### config.mk
export PLATFORM = sky130hd
export DESIGN_NAME = chm_ram
export DESIGN_NICKNAME = d
export VERILOG_FILES = /design/src/hw/rtl/chm_ram.sv
export SDC_FILE = /design/constraint.sdc
export NUM_CORES = 1
export LEC_CHECK = 0
export BUFFER_PORTS_ARGS = -buffer_cell sky130_fd_sc_hd__buf_2
export CAP_MARGIN = 20
export CORE_MARGIN = 1
export CORE_UTILIZATION = 63
export CTS_BUF_LIST = sky130_fd_sc_hd__clkbuf_8
export DETAILED_ROUTE_END_ITERATION = 8
export GPL_TIMING_DRIVEN = 0
export PLACE_DENSITY_LB_ADDON = 0.12
export SLEW_MARGIN = 10
export SYNTH_ARGS = -nofsm -noshare
export SYNTH_HDL_FRONTEND = slang
export SYNTH_SLANG_ARGS = --single-unit
export TNS_END_PERCENT = 100
### constraint.sdc
create_clock -name clk -period 1.87 [get_ports clk]
set_input_delay 0.0935 -clock clk [delete_from_list [all_inputs] [get_ports clk]]
set_output_delay 0.0935 -clock clk [all_outputs]
set_load 0.03 [all_outputs]
### src/hw/rtl/chm_ram.sv
// Generic single-port-write, one-read synchronous RAM with registered read.
module chm_ram #(
	parameter int WIDTH = 8,
	parameter int DEPTH = 16
) (
	input  logic                     clk,
	input  logic                     we,
	input  logic [$clog2(DEPTH)-1:0] waddr,
	input  logic [WIDTH-1:0]         wdata,
	input  logic [$clog2(DEPTH)-1:0] raddr,
	output logic [WIDTH-1:0]         rdata
);
	logic [WIDTH-1:0] mem [DEPTH];
	always_ff @(posedge clk) begin
		if (we)
			mem[waddr] <= wdata;
		rdata <= mem[raddr];
	end
endmodule

==> qor_table.md, run 1 <==
| Parameter | Reported | Unit |
|:---|:---|:---|
| Arrival time at the worst endpoint | 1.80 | ns |
| First-iteration detailed-routing DRC count | 491 | - |
| DRT Wirelength | 9240 | um |
| Number of I/O port buffers | 24 | - |
| Number of vias after detailed routing | 2429 | - |
| Pin count of the biggest net entering global routing | 17 | - |
| Wire length of the first global-routing pass | 13500 | um |
| Fmax | 0.664 | GHz |
| Pleak | 1.98 | nW |
| GR Overflow Total | 0 | - |
| Worst skew pair latency | 0.43 | ns |
| FP Rows | 32 | - |
| Critical setup path kind | reg2reg | - |
| Number of warnings printed during yosys synthesis | 0 | - |
| Max FO, Critical Path | 1 | - |
| Number of fill cells | 426 | - |
| Clock period minus final worst setup slack | 1.51 | ns |
| Area of the multi-input gates | 1060 | um^2 |
| Post-DR wirelength/cell | 23.6 | um |
| Crit path capture type | register | - |
| Startpoint of the worst hold path | wdata[4] | - |
| Post-synth net total | 247 | - |
| Post-detail-place hpwl | 6010 | um |
| Terminus of the critical flop-to-flop path | rdata[7] | - |
| I/O pin count | 26 | - |
| # placed instances | 359 | - |
| FF-to-FF path depth | 3 | - |
| Power, Total | 0.00628 | W |
| First-pass DRT Iterations | 5 | - |
| Final period util | 80.6 | % |
| Origin of the critical flop-to-flop path | mem[2][7] | - |
| Vias in the first global route | 2366 | - |
| Number of buffers added to fix hold violations after cts | 0 | - |
| Sinks on the clock net | 136 | - |
| Hold path depth | 1 | - |
| Chip Width | 92.4 | um |
| Max-cap viol count | 0 | - |
| Clock-pin slew of the registers on the worst-case setup and hold paths | 0.07 | ns |
| Run status | completed | - |
| Buffers inserted by post-CTS timing repair | 0 | - |
| Part of the Yosys area used for sequential elements | 77.8 | % |
| Nets | 294 | - |
| Total of flip-flops plus latches after synthesis | 136 | - |
| Cell chain of the critical path | mux4_2 -> a22oi_1 -> nand2_1 | - |
| Total inserted antenna cells | 0 | - |
| Root Driver | clkbuf_8 | - |
| Synth cell types | 19 | - |
| Start point of the critical path | mem[2][7] | - |
| Number of antenna violations at the first check in global routing | 0 | - |
| DRC violations left | 0 | - |
| Vias per inst | 6.21 | - |
| Maximum clock path buffer count | 2 | - |
| Die Outline Area | 8540 | um^2 |
| Avg Cell Area, Syn | 22.5 | um^2 |
| Actual slew at the worst max-slew pin | 0.817 | ns |
| End point of the most critical hold path | mem[12][4] | - |
| Final setup TNS | 0 | ns |
| Slowest cell on the critical path | mux4_2 | - |
| Post-route core utilization | 74.8 | % |
| Maximum ir drop on the vdd rail | 0.000653 | V |
| Finish-stage setup viols | 0 | - |
| Cell Area, Synth | 5150 | um^2 |
| Sum of buffers and inverters on the critical path | 0 | - |
| Synthesis-to-finish area growth | 13.4 | % |
| TritonCTS clock tree | yes | - |
| Synth Instances | 229 | - |
| Total CTS buffers | 17 | - |
| Top cell family by delay on the critical path | multiplexers | - |
| Clock H-tree levels | 4 | - |
| Sort of element at the start of the critical path | register | - |
| Type of the tightest min-delay check | in2reg | - |
| Final weighted congestion of routability-driven global placement | 0.859 | - |
| Core region area | 7810 | um^2 |
| Residual antenna-violating net count after detailed routing | 0 | - |
| FF+latch area | 4000 | um^2 |
| Required time of the critical path | 2.17 | ns |
| Post-cts sizing count | 0 | - |
| Maximum cell stage delay along the critical path | 0.49 | ns |
| Effective utilization at floorplan | 65.9 | % |
| FF-to-FF setup slack | 0.36 | ns |
| Number of standard cells in the layout, taps in and fillers out | 391 | - |
| Chip height | 92.4 | um |
| Ratio of total power to cell area | 1080 | nW/um^2 |
| Combined global-route utilization of all metal layers | 23.9 | % |
| Unrepaired setup endpoints after global routing | false | - |
| Worst slew margin relative to its limit | 45.4 | % |
| Endpoints failing hold | 0 | - |
| Max Clock Skew | 0.00901 | ns |
| Final Max Slew Viols | 0 | - |
| Share of post-route cells with drive strength above 1 | 29.8 | % |
[cell type report]
| class | instances | area share (%) |
|---|---|---|
| well taps | 102 | 2.19 |
| flip-flops and latches | 136 | 68.6 |
| clock buffers | 17 | 4.01 |
| repair buffers | 28 | 2.44 |
| multi-input cells | 83 | 18.1 |
| clock inverters | 15 | 3.17 |
| plain buffers | 10 | 1.48 |
[how the worst max path moves through the flow]
stage / end / slack, ns / depth (start not counted)
floorplan: mem[0][0] / 0.28 / 2
global placement: mem[0][1] / -0.26 / 3
detailed placement: mem[0][1] / 0.01 / 4
CTS: rdata[7] / 0.41 / 3
global route: rdata[3] / 0.34 / 3
finish: rdata[7] / 0.36 / 3
[where the power goes]
group | switching (W) | internal [W] | leakage (nW) | total [W]
registers | 0.0000169 | 0.00341 | 1.22 | 0.00342
clock network | 0.00106 | 0.00143 | 0.220 | 0.00249
logic | 0.000224 | 0.000137 | 0.537 | 0.000361
[cells by family after synthesis]
group	Yosys count	share of synthesized area [%]
compound gates	16	2.33
buf+inv	10	1.68
flops	136	77.8
mux	32	15.0
simple gates	35	3.18
[worst reg2reg max path, cell delays in order, from the launching register on]
cell      delay [ns]
edfxtp_1        0.38
mux4_2          0.49
a22oi_1         0.38
nand2_1         0.13
[registers in the layout, summed over array words and instances (netlist names)]
| name | count |
|---|---|
| mem | 128 |
| rdata | 8 |
[synthesized netlist by cell type, drive strengths merged]
master	n	area share [%]
nand2	9	0.66
dfxtp	8	3.1
nand2b	2	0.24
mux4	32	15
and2	1	0.12
clkdlybuf4s25	3	0.58
edfxtp	128	75
a22oi	16	2.3
nand3b	2	0.29
buf	7	1.1
nand3	1	0.097
and2b	1	0.15
nor2	13	0.95
or3b	1	0.17
nor2b	1	0.12
nor3	4	0.39
[layer usage]
layer	wire [um]	share of wire (%)	vias to the layer above	GRT usage [%]
li1	-	-	1066	-
met1	3660	40	1215	33.2
met2	4560	49	131	36.0
met3	853	9.2	17	6.90
met4	172	1.9	0	10.3
met5	0	0	-	0
[placed cells by master, fill, tap and decap left out, types with 3 or more instances in the layout]
| cell | instances |
|---|---|
| nor2_1 | 13 |
| bufinv_16 | 4 |
| clkdlybuf4s25_2 | 3 |
| nor3_1 | 4 |
| clkbuf_8 | 17 |
| mux4_2 | 18 |
| mux4_1 | 14 |
| edfxtp_1 | 128 |
| nand2_1 | 9 |
| buf_2 | 30 |
| buf_6 | 3 |
| a22oi_1 | 16 |
| dfxtp_1 | 8 |
| clkinv_2 | 4 |
[metrics by stage]
step           worst slack [ns]  area, um^2  hold slack [ns]
2_1_floorplan             0.284        5150            0.192
3_3_place_gp             -0.255        5400            0.488
3_5_place_dp             0.0122        5420            0.500
4_1_cts                   0.405        5840           0.0445
5_1_grt                   0.339        5840           0.0419
6_report                  0.363        5840           0.0515
No activity file was read; power rests on OpenSTA's default activity.
==> inputs of run 2 (changes only) <==
--- a/config.mk
+++ b/config.mk
@@ -5,6 +5,7 @@
 export SDC_FILE = /design/constraint.sdc
 export NUM_CORES = 1
 export LEC_CHECK = 0
+export ABC_AREA = 1
 export BUFFER_PORTS_ARGS = -buffer_cell sky130_fd_sc_hd__buf_2
 export CAP_MARGIN = 20
 export CORE_MARGIN = 1
==> constraint.sdc (replaced) <==
create_clock -name clk -period 1.5 [get_ports clk]
set_input_delay 0.075 -clock clk [delete_from_list [all_inputs] [get_ports clk]]
set_output_delay 0.075 -clock clk [all_outputs]
set_load 0.03 [all_outputs]
==> run 2 against run 1 <==
The flow now finishes with violations (design-rule violations). Worst hold slack gained 0.0033 ns. Setup slack gained 0.0025 ns. Non-clock buffer count grew 8. Register-to-register slack gained 0.08 ns. Sequential power grew 25%. Synthesized area grew 12%. Clock power grew 41%. Via count grew 62%. Power grew 33%. Critical endpoint is now mem[7][6]. Largest cell class unchanged.
==> qor_table.md, run 2 <==
| Parameter | Reported | Unit |
|:---|:---|:---|
| Run status | complete, but fails checks | - |
| Violations in the final reports | design-rule violations | - |
| Root Driver | clkbuf_8 | - |
| Chip Width | 97.7 | um |
| Avg Cell Area, Syn | 10.5 | um^2 |
| Post-synthesis share of cell area spent on and, or, nand and nor gates | 21.0 | % |
| Number of warnings printed during yosys synthesis | 0 | - |
| Cell chain of the critical path | buf_2 -> nand3b_1 -> nor2_1 | - |
| Cell Area, Synth | 5770 | um^2 |
| Required time of the critical path | 1.56 | ns |
| Maximum cell stage delay along the critical path | 0.73 | ns |
| Met2 global-route usage | 45.2 | % |
| Vias per inst | 5.53 | - |
| Max Clock Skew | 0.0134 | ns |
| Dominant combinational cell family by area after synthesis | simple AND/OR/NAND/NOR gates | - |
| Pleak | 2.85 | nW |
| Type of the tightest min-delay check | in2reg | - |
| FF-to-FF setup slack | 0.44 | ns |
| Post-detail-place hpwl | 8690 | um |
| Die Outline Area | 9540 | um^2 |
| Dominant cell type by area after synthesis | edfxtp_1 | - |
| Crit path capture type | register | - |
| Fmax | 0.882 | GHz |
| Sort of element at the start of the critical path | input pin | - |
| FP Rows | 34 | - |
| Endpoints failing hold | 0 | - |
| Most common cell after layout, fill and taps aside | nand2_1 | - |
| Met3 Usage GRT | 5.76 | % |
| Core region area | 8810 | um^2 |
| GR Overflow Total | 0 | - |
| EDFF count, synth | 128 | - |
| Worst slew margin relative to its limit | 37.8 | % |
| Effective utilization at floorplan | 65.5 | % |
| Sinks on the clock net | 136 | - |
| Final weighted congestion of routability-driven global placement | 0.878 | - |
| Clock-pin slew of the registers on the worst-case setup and hold paths | 0.08 | ns |
| PnR worst setup slack | 0.366 | ns |
| Number of vias after detailed routing | 3939 | - |
| Top cell family by delay on the critical path | simple AND/OR/NAND/NOR gates | - |
| Ratio of total power to cell area | 1290 | nW/um^2 |
| Synthesis-to-finish area growth | 12.3 | % |
| Slowest cell on the critical path | nor2_1 | - |
| Proportion of synthesized area in mux cells | 0 | % |
| Post-cts sizing count | 0 | - |
| Area fraction in compound gates after synthesis | 0 | % |
| Top-area cell type share of the netlist area | 66.7 | % |
| TritonCTS clock tree | yes | - |
| Worst hold margin | 0.0547 | ns |
| Post-DR wirelength/cell | 18.7 | um |
| Maximum clock path buffer count | 2 | - |
| Vias in the first global route | 3832 | - |
| Number of I/O port buffers | 22 | - |
| Clock H-tree levels | 4 | - |
| Hold path depth | 1 | - |
| Most common flop cell mapped by yosys | edfxtp_1 | - |
| Part of the Yosys area used for sequential elements | 69.4 | % |
| Number of fill cells | 625 | - |
| Clock period minus final worst setup slack | 1.13 | ns |
| Busiest layer in global routing | met2 | - |
| Combined global-route utilization of all metal layers | 30.1 | % |
| Xor/xnor cell area share of the yosys netlist | 0 | % |
| Largest registers ranked by flip-flop count | mem (128), rdata (8) | - |
| Share of post-route cells with drive strength above 1 | 12.6 | % |
| Worst slack at placement | -0.0587 | ns |
| Commonest non-fill, non-tap cells in the layout | nand2_1 (173), edfxtp_1 (128), inv_1 (102) | - |
| Residual antenna-violating net count after detailed routing | 0 | - |
| Max-cap viol count | 0 | - |
| Total CTS buffers | 17 | - |
| Number of stages on the worst setup path | 3 | - |
| Ranking of synthesized cells by instance count | nand2_1 (173), edfxtp_1 (128), inv_1 (100) | - |
| Final period util | 75.6 | % |
| Nets | 610 | - |
| Buffers inserted by post-CTS timing repair | 0 | - |
| I/O pin count | 26 | - |
| DRC violations left | 4 | - |
| Total inserted antenna cells | 0 | - |
| Number of buffers added to fix hold violations after cts | 0 | - |
| Power, Total | 0.00837 | W |
| Sum of buffers and inverters on the critical path | 1 | - |
| Synth cell types | 12 | - |
| DRT Wirelength | 13300 | um |
| Most area-consuming cells after synthesis | edfxtp_1 (67%), nand2_1 (11%), nand3_1 (8.4%), inv_1 (6.5%), dfxtp_1 (2.8%) | - |
| Post-synth net total | 569 | - |
| Number of antenna violations at the first check in global routing | 0 | - |
| Largest reg by FF count | mem | - |
| Unrepaired setup endpoints after global routing | false | - |
| Maximum ir drop on the vdd rail | 0.000726 | V |
| Synth Instances | 551 | - |
| Final setup TNS | 0 | ns |
| Finish-stage setup viols | 0 | - |
| Critical setup path kind | in2reg | - |
| Total of flip-flops plus latches after synthesis | 136 | - |
| FF-to-FF path depth | 6 | - |
| Max FO, Critical Path | 8 | - |
| Chip height | 97.7 | um |
| Post-synthesis adder-cell area fraction | 0 | % |
| Pin count of the biggest net entering global routing | 17 | - |
| FFs w/ async S/R, synth | 0 | % |
| Worst skew pair latency | 0.44 | ns |
| First-iteration detailed-routing DRC count | 451 | - |
| Dominant cell by count in the synthesized netlist | nand2_1 | - |
| Largest register FFs | 128 | - |
| Met1 capacity usage during global routing | 42.9 | % |
| First-pass DRT Iterations | 7 | - |
| Arrival time at the worst endpoint | 1.19 | ns |
| Actual slew at the worst max-slew pin | 0.929 | ns |
| Wire length of the first global-routing pass | 20500 | um |
| Final Max Slew Viols | 0 | - |
## run 2: final cells by class
type	count	area [um^2]	area share [%]
flip-flops and latches	136	4000	61.8
repair buffers	22	110	1.70
inverters	102	383	5.91
plain buffers	24	166	2.57
clock inverters	14	233	3.59
clock buffers	17	234	3.61
multi-input cells	289	1210	18.7
well taps	108	135	2.09
## run 2: logic make-up (layout without fill, tap and decap cells)
| family | Yosys count | count (layout) |
|---|---|---|
| DFF | 136 | 136 |
| buffers and inverters | 126 | 179 |
| and+or+nand+nor | 289 | 289 |
## run 2: final timing paths
| kind | start | to |
|---|---|---|
| max | waddr[3] | mem[7][6] |
| min | wdata[4] | mem[9][4] |
| max reg2reg | mem[5][7] | rdata[7] |
| min reg2reg | mem[12][0] | rdata[0] |
## run 2: worst register-to-register path, delay by kind of cell, from the launching register on
kind / cells / cell delay, ns
buf+inv: 1 / 0.06
flops: 1 / 0.38
simple gates: 5 / 0.49
## run 2: stage by stage
| step | cells | utilization (%) | cell area, um^2 |
|---|---|---|---|
| after floorplan | 551 | - | 5770 |
| after global placement | 681 | 68.3 | 6010 |
| final | 712 | 73.6 | 6480 |
| after CTS | 712 | 73.6 | 6480 |
| after global routing | 712 | 73.6 | 6480 |
| after detailed placement | 681 | 68.3 | 6010 |
## run 2: power breakdown
group | internal, W | total, W | leakage (nW) | switching [W]
registers | 0.00424 | 0.00426 | 1.22 | 0.0000216
clock network | 0.00213 | 0.00351 | 0.242 | 0.00139
logic | 0.000163 | 0.000593 | 1.39 | 0.000429
## run 2: metal layers
metal  up-vias  wire (um)  part of all wire [%]
li1       1854          -                     -
met1      1831       5520                    42
met2       223       5980                    45
met3        31       1390                    10
met4         0        410                   3.1
met5         -          0                     0
